**config.mk**
```make
export PLATFORM = sky130hd
export DESIGN_NAME = pbc_sum_stage
export DESIGN_NICKNAME = d
export VERILOG_FILES = /design/src/rtl/core/pbc_pkg.sv /design/src/rtl/core/pbc_sum_stage.sv
export SDC_FILE = /design/constraint.sdc
export NUM_CORES = 2
export LEC_CHECK = 0
export BUFFER_PORTS_ARGS = -buffer_cell sky130_fd_sc_hd__buf_2
export CAP_MARGIN = 30
export CORE_AREA = 2 2 410 412
export CTS_CLUSTER_DIAMETER = 30
export DETAILED_ROUTE_END_ITERATION = 8
export DIE_AREA = 0 0 412 414
export GPL_TIMING_DRIVEN = 0
export HOLD_SLACK_MARGIN = 0.1
export PLACE_DENSITY = 0.64
export SYNTH_ARGS = -nofsm -noshare
export SYNTH_HDL_FRONTEND = slang
export SYNTH_SLANG_ARGS = --single-unit
```
**constraint.sdc**
```tcl
create_clock -name clk -period 17.22 [get_ports clk]
set_input_delay 2.583 -clock clk [delete_from_list [all_inputs] [get_ports clk]]
set_output_delay 2.583 -clock clk [all_outputs]
set_load 0.005 [all_outputs]
```
**src/rtl/core/pbc_pkg.sv**
```systemverilog
// pbc_pkg: widths, codes and shared types for the plane box classifier
// no dependencies; imported by every module of the block

package pbc_pkg;

  // coordinate width of the box corners (signed Q16.16, sign extended)
  localparam int COORD_WIDTH = 32;

  // plane registers and fixed-point layout
  localparam int NORM_W     = 32;
  localparam int TOL_W      = 16;
  localparam int FRAC_W     = 16;

  // exact product, partial sum and full distance widths (Q32.32, Q33.32, Q34.32)
  localparam int PROD_W     = COORD_WIDTH + NORM_W;
  localparam int PSUM_W     = PROD_W + 1;
  localparam int DIST_W     = PROD_W + 2;

  // eight box corners, index bit 2 picks x max, bit 1 y max, bit 0 z max
  localparam int CORNER_W   = 3;
  localparam int N_CORNERS  = 1 << CORNER_W;

  // configuration port
  localparam int CFG_IDX_W  = 3;
  localparam int CFG_DATA_W = 32;

  localparam logic [CFG_IDX_W-1:0] CFG_NORMAL_X     = CFG_IDX_W'(0);
  localparam logic [CFG_IDX_W-1:0] CFG_NORMAL_Y     = CFG_IDX_W'(1);
  localparam logic [CFG_IDX_W-1:0] CFG_NORMAL_Z     = CFG_IDX_W'(2);
  localparam logic [CFG_IDX_W-1:0] CFG_PLANE_OFFSET = CFG_IDX_W'(3);
  localparam logic [CFG_IDX_W-1:0] CFG_TOLERANCE    = CFG_IDX_W'(4);

  // side codes
  localparam logic signed [1:0] SIDE_BEHIND = 2'sb11;
  localparam logic signed [1:0] SIDE_ON     = 2'sb00;
  localparam logic signed [1:0] SIDE_FRONT  = 2'sb01;

  // plane configuration
  typedef struct packed {
    logic signed [NORM_W-1:0] normal_x;
    logic signed [NORM_W-1:0] normal_y;
    logic signed [NORM_W-1:0] normal_z;
    logic signed [NORM_W-1:0] plane_offset;
    logic        [TOL_W-1:0]  tolerance;
  } cfg_t;

  localparam cfg_t CFG_RESET = '{
    normal_x:     NORM_W'(0),
    normal_y:     NORM_W'(0),
    normal_z:     NORM_W'(65536),
    plane_offset: NORM_W'(0),
    tolerance:    TOL_W'(7)
  };

  // one box as its two corners
  typedef struct packed {
    logic signed [COORD_WIDTH-1:0] min_x;
    logic signed [COORD_WIDTH-1:0] min_y;
    logic signed [COORD_WIDTH-1:0] min_z;
    logic signed [COORD_WIDTH-1:0] max_x;
    logic signed [COORD_WIDTH-1:0] max_y;
    logic signed [COORD_WIDTH-1:0] max_z;
  } box_t;

  // exact coordinate-by-normal products for both corners on each axis
  typedef struct packed {
    logic signed [PROD_W-1:0] lo_x;
    logic signed [PROD_W-1:0] hi_x;
    logic signed [PROD_W-1:0] lo_y;
    logic signed [PROD_W-1:0] hi_y;
    logic signed [PROD_W-1:0] lo_z;
    logic signed [PROD_W-1:0] hi_z;
  } prod_t;

endpackage

```
**src/rtl/core/pbc_sum_stage.sv**
```systemverilog
// pbc_sum_stage: partial sums and the eight corner distances at Q34.32
// depends on pbc_pkg

module pbc_sum_stage import pbc_pkg::*; (
  input  logic                     clk,
  input  logic                     rst,
  input  logic                     prod_valid,
  input  prod_t                    prod,
  input  cfg_t                     cfg,
  output logic                     dist_valid,
  output logic signed [DIST_W-1:0] corner_dist [N_CORNERS]
);

  logic                     psum_valid;
  logic signed [PSUM_W-1:0] xy_sum [N_CORNERS/2];
  logic signed [PSUM_W-1:0] zo_sum [2];
  logic signed [PSUM_W-1:0] off_term;

  // offset scaled by 2^16 to line up with the products
  assign off_term = PSUM_W'(signed'({cfg.plane_offset, FRAC_W'(0)}));

  // stage 2 valid
  always_ff @(posedge clk) begin
    if (rst) begin
      psum_valid <= 1'b0;
    end else begin
      psum_valid <= prod_valid;
    end
  end

  // stage 2: x plus y for the four xy corner pairs
  for (genvar k = 0; k < N_CORNERS / 2; k++) begin : g_xy
    localparam bit X_HI = ((k >> 1) & 1) == 1;
    localparam bit Y_HI = (k & 1) == 1;
    always_ff @(posedge clk) begin
      if (prod_valid) begin
        xy_sum[k] <= PSUM_W'(X_HI ? prod.hi_x : prod.lo_x)
                   + PSUM_W'(Y_HI ? prod.hi_y : prod.lo_y);
      end
    end
  end

  // stage 2: z less the scaled offset for both z choices
  always_ff @(posedge clk) begin
    if (prod_valid) begin
      zo_sum[0] <= PSUM_W'(prod.lo_z) - off_term;
      zo_sum[1] <= PSUM_W'(prod.hi_z) - off_term;
    end
  end

  // stage 3 valid
  always_ff @(posedge clk) begin
    if (rst) begin
      dist_valid <= 1'b0;
    end else begin
      dist_valid <= psum_valid;
    end
  end

  // stage 3: full distance of each corner
  for (genvar i = 0; i < N_CORNERS; i++) begin : g_dist
    localparam int XY_IDX = i >> 1;
    localparam int Z_IDX  = i & 1;
    always_ff @(posedge clk) begin
      if (psum_valid) begin
        corner_dist[i] <= DIST_W'(xy_sum[XY_IDX]) + DIST_W'(zo_sum[Z_IDX]);
      end
    end
  end

endmodule

```
==> impl_metrics.env <==
export IMPL_synth_net_count=9877
export IMPL_pre_cts_ws_ns=10.12
export IMPL_critPathKind="primary input to flop"
export IMPL_fillers=14851
export IMPL_hp_class="flop to flop"
export IMPL_clk_latency_ns=0.86
export IMPL_arrival_ns=6.93
export IMPL_postCtsSetupBuffers=0
export IMPL_min_from="xy_sum[3][0]"
export IMPL_r2r_slack_ns=11.52
export IMPL_placed_cell_area_sq_mm=0.0860
export IMPL_max_vdd_ir_drop_mv=0.119
export IMPL_synthAdderAreaFrac=0.143
export IMPL_detail_route_iter0_violations=10396
export IMPL_fp_coreArea_sq_mm=0.166
export IMPL_fmax_mhz=158
export IMPL_dr_pass1_iters=6
export IMPL_final_cells=12086
export IMPL_cp_required_ns=17.84
export IMPL_synth_xor_area_frac=0.0897
export IMPL_drive_above_1_share=0.143
export IMPL_crit_chain="buf_2 > ha_1 > fa_1 > a211oi_1 > o211ai_1 > nand2_1 > o311a_1 > nor4_1 > o2111ai_1 > a31oi_1 > a311oi_1 > o31ai_1 > xor2_1"
export IMPL_ios=1060
export IMPL_synth_simple_area_share=0.129
export IMPL_async_reset_ff_frac=0
export IMPL_rsz0062_at_grt="false"
export IMPL_whs_path_depth=1
export IMPL_cts_sinks=920
export IMPL_yosys_mux_area_fraction=0.000272
export IMPL_antenna_found_initial=121
export IMPL_ctsHoldBuffers=0
export IMPL_die_h_microns=414
export IMPL_cts_buffers=211
export IMPL_path_buf_inv=1
export IMPL_yosys_warnings=0
export IMPL_p_leak_nw=39.9
export IMPL_cp_max_fo=4
export IMPL_ys_flop_type="edfxtp_1"
export IMPL_hold_worst_slack_ns=0.606
export IMPL_syn_instance_count=8460
export IMPL_synthToLayoutAreaGrowth_pct=19.8
export IMPL_vias=77369
export IMPL_finalCritPeriodShare=0.366
export IMPL_track_usage=0.402
export IMPL_portBuffers=947
export IMPL_crit_family="compound AO/OA/AOI/OAI gates"
export IMPL_fp_row_count=150
export IMPL_start_util=0.470
export IMPL_vias_per_cell=6.40
export IMPL_max_stage_delay_ns=0.88
export IMPL_synth_top_family_by_area="compound AO/OA/AOI/OAI gates"
export IMPL_clock_skew_ns=0.0418
export IMPL_routed_wl_mm=358
export IMPL_place_congestion=1.03
export IMPL_top_usage_layer="met2"
export IMPL_slew_headroom=0.300
export IMPL_syn_area_sq_mm=0.0781
export IMPL_critPathCaptureType="flop"
export IMPL_dieArea_sq_mm=0.171
export IMPL_cp_slowest_cell="nor4_1"
export IMPL_setup_viol=0
export IMPL_post_cts_resized=0
export IMPL_wl_per_cell_microns=29.6
export IMPL_ant_nets=0
export IMPL_cts_root_buffer="clkbuf_16"
export IMPL_outcome="finished, final reports clean"
export IMPL_drc=0
export IMPL_die_width_microns=412
export IMPL_synth_cell_type_count=91
export IMPL_grtUsageMet3=0.100
export IMPL_synth_edff_count=918
export IMPL_final_core_util=0.562
export IMPL_r2r_start="zo_sum[0][66]"
export IMPL_layout_min_cycle_time_ns=6.31
export IMPL_grt_pass1_vias=72096
export IMPL_drv_slew=0
export IMPL_clk_pin_slew_ns=0.05
export IMPL_hold_end="corner_dist[0]"
export IMPL_max_slew_worst_pin_slew_ns=1.04
export IMPL_r2r_end="corner_dist[60]"
export IMPL_setup_ws_ns=10.91
export IMPL_htree_levels=4
export IMPL_clk_path_buf_depth=3
export IMPL_grt_util_met1=0.550
export IMPL_ys_ff_latch=920
export IMPL_grt_ovfl_total=0
export IMPL_rr_worst_depth=12
export IMPL_grtUsageMet2=0.596
export IMPL_synth_compound_gate_area_share=0.251
export IMPL_maxCapViolations=0
export IMPL_place_hpwl_mm=301
export IMPL_fin_nets=11060
export IMPL_seq_area_frac_synth=0.354
export IMPL_power_density_mw_per_mm2=146
export IMPL_critPathLaunchType="primary input"
export IMPL_placed_cells=11634
export IMPL_hold_viol_final=0
export IMPL_grt_start_max_net_pins=118
export IMPL_grt_pass1_wl_mm=493
export IMPL_final_area_sq_mm=0.0935
export IMPL_avgSynthCellArea_sq_um=9.23
export IMPL_cts_tree="built"
-- sequential cells by signal, summed over array words and instances, names as in the netlist --
name,cells
corner_dist,528
zo_sum,130
dist_valid,1
psum_valid,1
xy_sum,260
-- layout by cell type (no fill, tap or decap), drive strengths merged, types with 289 or more instances in the layout --
cell / instances
o21ai: 549
xor2: 289
a21oi: 1034
inv: 346
a21o: 564
clkbuf: 577
nor2: 509
edfxtp: 918
ha: 872
xnor2: 511
nand2: 608
buf: 985
-- cell usage after synthesis, types with 42 or more instances --
cell,count,area share
a211oi_1,87,0.0084
a21boi_0,42,0.0040
a21o_1,564,0.054
a21oi_1,1033,0.066
a31oi_1,101,0.0081
and2_1,44,0.0035
and3_1,65,0.0052
clkbuf_1,344,0.017
edfxtp_1,918,0.35
ha_1,872,0.14
inv_1,318,0.015
nand2_1,608,0.029
nand2b_1,60,0.0048
nand3_1,161,0.010
nand4_1,271,0.022
nor2_1,509,0.024
nor2b_1,86,0.0069
nor3_1,130,0.0083
o211ai_1,42,0.0040
o21a_1,98,0.0094
o21ai_0,534,0.034
o21bai_1,176,0.017
o31ai_1,47,0.0045
xnor2_1,511,0.057
xor2_1,289,0.032
-- where the power goes --
group / switching [mW] / internal, mW
registers: 0.528 / 3.23
logic: 3.74 / 2.05
clock network: 1.43 / 2.71
total: 5.70 / 7.98
-- logic make-up after synthesis --
| family | count (synthesis) |
|---|---|
| buffers and inverters | 682 |
| flip-flops | 920 |
| AO/OA/AOI/OAI | 3072 |
| multiplexers | 2 |
| adder cells (fa/ha/maj) | 886 |
| XOR/XNOR | 800 |
| AND/OR/NAND/NOR | 2098 |
-- metal layers --
| layer | vias to the layer above | routed length (microns) |
|---|---|---|
| met5 | - | 321 |
| met4 | 50 | 17300 |
| met3 | 723 | 45900 |
| met2 | 4794 | 152000 |
| met1 | 37240 | 142000 |
| li1 | 34562 | - |
-- through the flow --
step           total power, mW  TNS (ns)
3_5_place_dp              9.33         0
4_1_cts                   13.5         0
5_1_grt                   14.2         0
6_report                  13.7         0
2_1_floorplan             7.05         0
3_3_place_gp              9.36   -332.41
-- area by class of cell --
class | count | area, sq um | share of cell area
Sequential cell | 920 | 27600 | 0.295
Timing Repair Buffer | 970 | 5130 | 0.0548
Inverter | 320 | 1200 | 0.0128
Antenna cell | 53 | 133 | 0.00142
Tap cell | 2204 | 2760 | 0.0295
Clock inverter | 168 | 2010 | 0.0215
Buffer | 362 | 1380 | 0.0148
Clock buffer | 231 | 5400 | 0.0577
Multi-Input combinational cell | 6858 | 47900 | 0.512
-- worst max path at each step --
| stage | end | startpoint | slack, ns | depth (start not counted) |
|---|---|---|---|---|
| detailed placement | xy_sum[0][60] | prod[320] | 10.12 | 13 |
| global placement | corner_dist[12] | psum_valid | -0.84 | 0 |
| CTS | xy_sum[0][60] | prod[320] | 11.01 | 13 |
| finish | xy_sum[0][60] | prod[320] | 10.91 | 13 |
| floorplan | corner_dist[0] | psum_valid | 4.41 | 0 |
| global route | xy_sum[3][62] | prod[267] | 10.84 | 13 |
Power figures use the tool's default switching activity.
