**src/rtl/core/pbc_pkg.sv**
```systemverilog
// pbc_pkg: widths, codes and shared types for the plane box classifier
// no dependencies; imported by every module of the block

package pbc_pkg;

  // coordinate width of the box corners (signed Q16.16, sign extended)
  localparam int COORD_WIDTH = 32;

  // plane registers and fixed-point layout
  localparam int NORM_W     = 32;
  localparam int TOL_W      = 16;
  localparam int FRAC_W     = 16;

  // exact product, partial sum and full distance widths (Q32.32, Q33.32, Q34.32)
  localparam int PROD_W     = COORD_WIDTH + NORM_W;
  localparam int PSUM_W     = PROD_W + 1;
  localparam int DIST_W     = PROD_W + 2;

  // eight box corners, index bit 2 picks x max, bit 1 y max, bit 0 z max
  localparam int CORNER_W   = 3;
  localparam int N_CORNERS  = 1 << CORNER_W;

  // configuration port
  localparam int CFG_IDX_W  = 3;
  localparam int CFG_DATA_W = 32;

  localparam logic [CFG_IDX_W-1:0] CFG_NORMAL_X     = CFG_IDX_W'(0);
  localparam logic [CFG_IDX_W-1:0] CFG_NORMAL_Y     = CFG_IDX_W'(1);
  localparam logic [CFG_IDX_W-1:0] CFG_NORMAL_Z     = CFG_IDX_W'(2);
  localparam logic [CFG_IDX_W-1:0] CFG_PLANE_OFFSET = CFG_IDX_W'(3);
  localparam logic [CFG_IDX_W-1:0] CFG_TOLERANCE    = CFG_IDX_W'(4);

  // side codes
  localparam logic signed [1:0] SIDE_BEHIND = 2'sb11;
  localparam logic signed [1:0] SIDE_ON     = 2'sb00;
  localparam logic signed [1:0] SIDE_FRONT  = 2'sb01;

  // plane configuration
  typedef struct packed {
    logic signed [NORM_W-1:0] normal_x;
    logic signed [NORM_W-1:0] normal_y;
    logic signed [NORM_W-1:0] normal_z;
    logic signed [NORM_W-1:0] plane_offset;
    logic        [TOL_W-1:0]  tolerance;
  } cfg_t;

  localparam cfg_t CFG_RESET = '{
    normal_x:     NORM_W'(0),
    normal_y:     NORM_W'(0),
    normal_z:     NORM_W'(65536),
    plane_offset: NORM_W'(0),
    tolerance:    TOL_W'(7)
  };

  // one box as its two corners
  typedef struct packed {
    logic signed [COORD_WIDTH-1:0] min_x;
    logic signed [COORD_WIDTH-1:0] min_y;
    logic signed [COORD_WIDTH-1:0] min_z;
    logic signed [COORD_WIDTH-1:0] max_x;
    logic signed [COORD_WIDTH-1:0] max_y;
    logic signed [COORD_WIDTH-1:0] max_z;
  } box_t;

  // exact coordinate-by-normal products for both corners on each axis
  typedef struct packed {
    logic signed [PROD_W-1:0] lo_x;
    logic signed [PROD_W-1:0] hi_x;
    logic signed [PROD_W-1:0] lo_y;
    logic signed [PROD_W-1:0] hi_y;
    logic signed [PROD_W-1:0] lo_z;
    logic signed [PROD_W-1:0] hi_z;
  } prod_t;

endpackage

```
**src/rtl/core/pbc_classify_stage.sv**
```systemverilog
// pbc_classify_stage: tolerance band compares, outside test and side code
// depends on pbc_pkg

module pbc_classify_stage import pbc_pkg::*; (
  input  logic                     clk,
  input  logic                     rst,
  input  logic                     dist_valid,
  input  logic signed [DIST_W-1:0] corner_dist [N_CORNERS],
  input  cfg_t                     cfg,
  output logic                     done,
  output logic signed [1:0]        side,
  output logic                     outside
);

  logic signed [DIST_W-1:0] tol_pos;
  logic signed [DIST_W-1:0] tol_neg;
  logic [CORNER_W-1:0]      corner_sel;
  logic                     flag_valid;
  logic [N_CORNERS-1:0]     behind;
  logic [N_CORNERS-1:0]     front;
  logic                     outside_q;

  // band edges at Q34.32
  assign tol_pos = DIST_W'(signed'({1'b0, cfg.tolerance, FRAC_W'(0)}));
  assign tol_neg = -tol_pos;

  // per axis a negative normal picks the max coordinate
  assign corner_sel = {cfg.normal_x[NORM_W-1], cfg.normal_y[NORM_W-1],
                       cfg.normal_z[NORM_W-1]};

  // stage 4: compare every corner against the band
  always_ff @(posedge clk) begin
    if (rst) begin
      flag_valid <= 1'b0;
    end else begin
      flag_valid <= dist_valid;
    end
    if (dist_valid) begin
      for (int i = 0; i < N_CORNERS; i++) begin
        behind[i] <= corner_dist[i] < tol_neg;
        front[i]  <= corner_dist[i] > tol_pos;
      end
      outside_q <= !corner_dist[corner_sel][DIST_W-1];
    end
  end

  // stage 5: result register and strobe
  always_ff @(posedge clk) begin
    if (rst) begin
      done <= 1'b0;
    end else begin
      done <= flag_valid;
    end
    if (flag_valid) begin
      outside <= outside_q;
      priority if ((|behind) && (|front)) begin
        side <= SIDE_ON;
      end else if (|behind) begin
        side <= SIDE_BEHIND;
      end else if (|front) begin
        side <= SIDE_FRONT;
      end else begin
        side <= SIDE_ON;
      end
    end
  end

endmodule

```
**config.mk**
```make
export PLATFORM = sky130hd
export DESIGN_NAME = pbc_classify_stage
export DESIGN_NICKNAME = d
export VERILOG_FILES = /design/src/rtl/core/pbc_pkg.sv /design/src/rtl/core/pbc_classify_stage.sv
export SDC_FILE = /design/constraint.sdc
export NUM_CORES = 1
export LEC_CHECK = 0
export BUFFER_PORTS_ARGS = -buffer_cell sky130_fd_sc_hd__buf_4
export CAP_MARGIN = 20
export CORE_AREA = 2 2 268 270
export CTS_BUF_LIST = sky130_fd_sc_hd__clkbuf_8
export DETAILED_ROUTE_END_ITERATION = 10
export DIE_AREA = 0 0 270 272
export PLACE_DENSITY = 0.37
export SLEW_MARGIN = 20
export SYNTH_ARGS = -nofsm -noshare
export SYNTH_HDL_FRONTEND = slang
export SYNTH_SLANG_ARGS = --single-unit
```
**constraint.sdc**
```tcl
create_clock -name clk -period 4.95 [get_ports clk]
set_input_delay 0.99 -clock clk [delete_from_list [all_inputs] [get_ports clk]]
set_output_delay 0.99 -clock clk [all_outputs]
set_load 0.005 [all_outputs]
```
==> results by group, run 1 <==
CTS
  • Hold-fix buffers, CTS: 0
  • Clock Path Buffers: 2
  • CTS H-tree lvls: 1
  • Worst skew pair latency: between 0.2 and 0.3 ns
  • Postcts setup bufs: 0
  • CTS tree: done
  • CTS Buf Count: 3
  • Clock root cell: clkbuf_8
  • Post-CTS resize count: 0
  • Clock-pin slew on the worst setup and hold paths: about 0.08 ns
  • Clock sink count: 22

Timing
  • Relative slew slack: 46.1%
  • Tcrit/Tclk final: approximately 90%
  • # setup viols final: 0
  • Worst Tran Pin Value: ~0.8 ns
  • Clock skew: roughly 0.0021 ns
  • Setup TNS: 0 ns
  • Final WS setup: 0.476 ns
  • Fin crit period: ~4.5 ns
  • Final hold violation count: 0
  • Fin. max-slew vios: 0
  • Max Fclk: between 0.2 and 0.25 GHz
  • RSZ-0062 raised after global routing: no

Routing
  • Drt drc: 0
  • DR vias: 15,506
  • Routed wire per std cell: approximately 24 um
  • DR pass1 iterations: 5
  • Vias per std cell: 4.89
  • DRT iter0 DRCs: 676
  • Antenna-violating nets left: 0
  • Final wirelength: ~77,000 um

Setup path
  • CP Capture Type: register
  • Crit-path max FO: 9
  • Slowest stage delay, CP: between 0.5 and 0.6 ns
  • Worst reg2reg startpoint: behind[7]$_DFFE_PP_
  • Register-to-register setup slack: 3.35 ns
  • Critical Path RT: about 5 ns
  • Crit. Startpoint: cfg[4]
  • Worst EP arrival: 4.50 ns
  • Cell class contributing the biggest share of worst-path delay: simple AND/OR/NAND/NOR gates
  • WS Path Type: in -> reg
  • Reg2reg path depth: 3
  • Slowest stage cell, crit path: nor4_1
  • Critical-path cell list: buf_4 > nor4_1 > buf_4 > nand2_1 > nor3_1 > nand2_1 > buf_4 > nor2_4 > buf_4 > buf_4 > ha_1 > nand4_1 > nor4_1 > buf_4 > o21ai_0 > a31oi_1 > nor2_1
  • Crit path top cell by count: buf_4
  • Buffers & Inverters on Critical Path: 6
  • FF-to-FF End: side[0]$_SDFFCE_PP0P_
  • CP Launch Type: primary input

Pwr
  • Flop pwr share: ~15%
  • Total power: around 0.0015 W
  • Clock share of power: 8.7%
  • Sw Ratio: roughly 43%
  • Pint: about 0.00089 W
  • Maximum vdd drop: about 73 uV
  • Pwr dens: between 70 and 80 mW/mm^2
  • Leak pwr: 10.2 nW
  • Switching Power: around 0.00066 W
  • Logic pwr share: between 70 and 80%

Placement
  • Routability cong.: approximately 0.9
  • Place WS: roughly 0.059 ns
  • Input/output buffers: approximately 550
  • Post-DP HPWL: 67,900 um

Logic synthesis
  • Syn_area_per_cell: between 8 and 9 um^2
  • Top cell type's share of synthesized area: 50.2%
  • Number of synthesized flops with an enable pin: 20
  • Most used flip-flop cell after synthesis: edfxtp_1
  • Distinct cells, synth: 59
  • Synth area leader: ha_1
  • Synth Warn #: 0
  • Synthesized cell area: 0.0132 mm^2
  • Post-synthesis sequential area ratio: under 10%
  • Post-synth ARST share: 0%
  • Syn_nets: 2,755
  • Synth area leaders: ha_1, a21o_1, a21oi_1, nor4_1, nand4_1
  • #FFs+latches synth: 22
  • Cells after synthesis: 1,550

Floorplanning
  • Num ports: just under 700
  • Placeable Area: 0.0708 mm^2
  • Initial Util: between 10% and 20%
  • Die area: about 0.073 mm^2
  • Site Rows: between 90 and 100
  • Die Y: 272 um
  • Chip width: approximately 270 um

Min path
  • Worst hold path class: reg -> reg
  • Hold Crit Depth: 0
  • Hold Path End: outside$_DFFE_PP_
  • HP Start: outside_q$_DFFE_PP_

Global routing
  • GRT Overall Usage: approximately a fifth
  • Largest net degree at the start of global routing: 23
  • First-pass GRT wire length: 109,000 um
  • Initial antenna violation count: 20
  • Grt ovf: 0
  • Vias in the first global route: approximately 16,000

Cells and area
  • Commonest non-fill, non-tap cell in the layout: buf_4
  • Most frequent cells in the layout: buf_4, ha_1, a21oi_1
  • Layout net count: 3,415
  • Fraction of layout instances using a drive strength above 1: a little under a third
  • Synth-to-layout area growth: 48.7%

Outcome
  • Status: complete, no violations

Run
  • # Max-Cap Violations: 0
-- flip-flops by register name (all words and copies together), names as in the netlist --
| signal | cells |
|---|---|
| behind | 8 |
| done | 1 |
| flag_valid | 1 |
| front | 8 |
| outside | 1 |
| outside_q | 1 |
| side | 2 |
-- per-layer routing --
layer	vias to the layer above	GRT usage [%]	part of all wire (%)
met1	7346	28.0	48
met2	367	33.4	46
met4	20	2.60	1.1
met3	52	2.96	4.7
li1	7721	-	-
met5	-	0	0.15
-- cell usage after synthesis (3+ instances only) --
cell,count
a2111oi_0,12
a211oi_1,27
a21o_1,112
a21oi_1,166
a221o_1,6
a221oi_1,15
a31oi_1,3
and4_1,11
and4b_1,5
edfxtp_1,20
ha_1,530
inv_1,37
mux2i_1,3
nand2_1,103
nand2b_1,7
nand3_1,42
nand4_1,98
nor2_1,62
nor2b_1,9
nor3_1,19
nor4_1,108
nor4_2,3
nor4b_1,8
o2111ai_1,4
o211ai_1,9
o21a_1,6
o21ai_0,64
o31ai_1,3
or4_1,6
xnor2_1,13
-- cell families (layout without fill, tap and decap cells) --
group | count (synthesis) | in the layout | share of synthesized area, %
compound gates | 448 | 448 | 21.9
simple gates | 492 | 492 | 20.4
fa+ha+maj | 530 | 530 | 50.2
buf+inv | 38 | 697 | 1.08
mux | 5 | 5 | 0.568
xor+xnor | 15 | 15 | 0.994
flops | 22 | 22 | 4.85
other cells | 0 | 9 | 0
-- worst max path at each step --
stage,endpoint,slack [ns],depth (start not counted)
global placement,behind[6]$_DFFE_PP_,0.03,17
detailed placement,behind[0]$_DFFE_PP_,0.06,17
CTS,behind[6]$_DFFE_PP_,0.35,17
finish,behind[0]$_DFFE_PP_,0.48,17
floorplan,behind[6]$_DFFE_PP_,0.30,13
global route,behind[6]$_DFFE_PP_,0.04,17
-- area by class of cell --
type / count / area (um^2)
Sequential cell: 22 / 641
Multi-Input combinational cell: 1490 / 12500
Tap cell: 950 / 1190
Clock buffer: 4 / 55.1
Antenna cell: 9 / 22.5
Fill cell: 7655 / 51100
Inverter: 37 / 139
Timing Repair Buffer: 656 / 5120
-- metrics by stage --
stage	utilization, %	cell area (um^2)	cells	hold slack [ns]
2_1_floorplan	-	13200	1550	0.400
3_3_place_gp	27.7	19600	3155	0.405
3_5_place_dp	27.7	19600	3155	0.412
4_1_cts	27.7	19600	3159	0.424
5_1_grt	27.8	19600	3165	0.430
6_report	27.8	19700	3168	0.427
-- power by group through the flow --
stage          registers (W)  logic (W)  clock network [W]
2_1_floorplan       0.000225   0.000477                  0
3_3_place_gp        0.000230    0.00116                  0
3_5_place_dp        0.000230    0.00119                  0
4_1_cts             0.000226    0.00120           0.000139
5_1_grt             0.000227    0.00133           0.000148
6_report            0.000226    0.00119           0.000134
(Power assumes the default switching activity.)
==> run 2: changes to the inputs <==
- CORE_AREA: 2 2 268 270 -> 2 2 266 268
- DIE_AREA: 0 0 270 272 -> 0 0 268 270
- PLACE_DENSITY: 0.37 -> 0.38
==> results by group, run 2 (synthesis results as in run 1) <==
Outcome
  • Status: complete, no violations

Floorplanning
  • Die Y: roughly 270 um
  • Die area: roughly 0.072 mm^2
  • Placeable Area: between 0.06 and 0.07 mm^2
  • Num ports: 679
  • Site Rows: 97
  • Initial Util: between 10% and 20%
  • Chip width: about 270 um

Pwr
  • Pwr dens: just over 80 mW/mm^2
  • Maximum vdd drop: a little under 70 uV
  • Leak pwr: between 10 and 15 nW

CTS
  • CTS H-tree lvls: 1
  • CTS tree: done
  • Clock root cell: clkbuf_8
  • Clock-pin slew on the worst setup and hold paths: ~0.090 ns
  • Worst skew pair latency: 0.28 ns
  • Clock Path Buffers: 2
  • Hold-fix buffers, CTS: 0
  • Clock sink count: 22
  • CTS Buf Count: 3

Cells and area
  • Multi-input gate area: about 0.013 mm^2
  • Fillers: ~7,400
  • Reg area: about 640 um^2
  • Synth-to-layout area growth: 50.0%
  • Commonest non-fill, non-tap cell in the layout: buf_4
  • Layout net count: 3,427
  • Fraction of layout instances using a drive strength above 1: 31.7%
  • Largest regs: behind (8), front (8), side (2)
  • Most frequent cells in the layout: buf_4, ha_1, a21oi_1
  • Design area: a little under 0.02 mm^2

Setup path
  • Worst EP arrival: 4.58 ns
  • WS Path Type: in -> reg
  • CP Launch Type: primary input
  • CP Capture Type: register
  • Crit-path max FO: 5
  • Critical Path RT: ~5 ns

Routing
  • DR vias: about 16,000
  • Vias per std cell: 4.97
  • Routed wire per std cell: roughly 24 um
  • DRT iter0 DRCs: between 900 and 1,000
  • Final wirelength: around 76,000 um
  • Antenna-violating nets left: 0
  • DR pass1 iterations: 5
  • Drt drc: 0

Global routing
  • Grt ovf: 0
  • Largest net degree at the start of global routing: 19
  • Vias in the first global route: 16,341
  • First-pass GRT wire length: 107,000 um
  • Initial antenna violation count: 18
  • GRT Overall Usage: approximately a fifth

Timing
  • Max Fclk: 0.219 GHz
  • Clock skew: around 0.010 ns
  • Worst Tran Pin Value: 0.922 ns
  • Fin crit period: approximately 4.6 ns
  • Final hold violation count: 0
  • Hold WS: 0.430 ns
  • Tcrit/Tclk final: 92.2%
  • Final WS setup: 0.385 ns
  • Fin. max-slew vios: 0
  • Relative slew slack: between 30% and 40%
  • # setup viols final: 0
  • RSZ-0062 raised after global routing: no

Min path
  • Worst hold path class: reg -> reg

Placement
  • Placed cell area: roughly 0.02 mm^2
  • Routability cong.: 0.917
  • Input/output buffers: 553
  • Post-DP HPWL: ~67,000 um
  • Place WS: -0.374 ns

Run
  • # Max-Cap Violations: 0
run 2: worst max-delay path: stages:
cell and delay (ns):
buf_4 0.12, nor4_2 0.34, buf_4 0.18, nand2_1 0.09, nor3_2 0.19, nand2_1 0.13, nor4_1 0.21, ha_1 0.28
inv_1 0.27, ha_1 0.31, nand4_1 0.13, nor3_2 0.08, a221oi_1 0.37, a311oi_2 0.17, a2111oi_2 0.43, o41ai_1 0.13
mux2i_1 0.16
run 2: final timing paths:
| kind | from | endpoint | slack [ns] | cells after the start |
|---|---|---|---|---|
| worst min-delay path | outside_q$_DFFE_PP_ | outside$_DFFE_PP_ | 0.43 | 0 |
| worst max-delay path | cfg[5] | behind[6]$_DFFE_PP_ | 0.38 | 17 |
| worst max register to register | behind[0]$_DFFE_PP_ | side[0]$_SDFFCE_PP0P_ | 3.35 | 3 |
| worst min register to register | outside_q$_DFFE_PP_ | outside$_DFFE_PP_ | 0.43 | 0 |
run 2: per-layer routing:
| layer | track usage, % | up-vias | wire (um) |
|---|---|---|---|
| met2 | 32.4 | 498 | 33600 |
| met3 | 3.42 | 93 | 4620 |
| met1 | 27.7 | 7388 | 35600 |
| met4 | 4.59 | 12 | 1750 |
| met5 | 0 | - | 66 |
| li1 | - | 7757 | - |
run 2: power by group:
group	switching [W]	total, W	internal [W]
Combinational	0.000601	0.00120	0.000602
Clock	0.0000661	0.000174	0.000108
Sequential	0.00000656	0.000225	0.000218
Total	0.000673	0.00160	0.000929
run 2: final cells by class:
cell class / count / share of cell area [%]
multi-input combinational: 1490 / 63.0
timing repair buffer: 668 / 26.6
tap: 940 / 5.93
sequential: 22 / 3.23
inverter: 37 / 0.700
clock buffer: 3 / 0.208
clock inverter: 1 / 0.151
antenna: 10 / 0.126
run 2: per-stage QoR:
step	std cells	power, W	setup TNS (ns)	utilization (%)
2_1_floorplan	1550	0.000703	0	-
3_3_place_gp	3157	0.00140	-1.15	28.3
3_5_place_dp	3157	0.00142	-1.00	28.3
4_1_cts	3161	0.00161	0	28.5
5_1_grt	3168	0.00175	0	28.5
6_report	3171	0.00160	0	28.5
run 2: what timing repair did:
item	4_1_cts	5_1_grt
buffers inserted	0	0
resized for setup	1	4
setup endpoints to repair	1	4
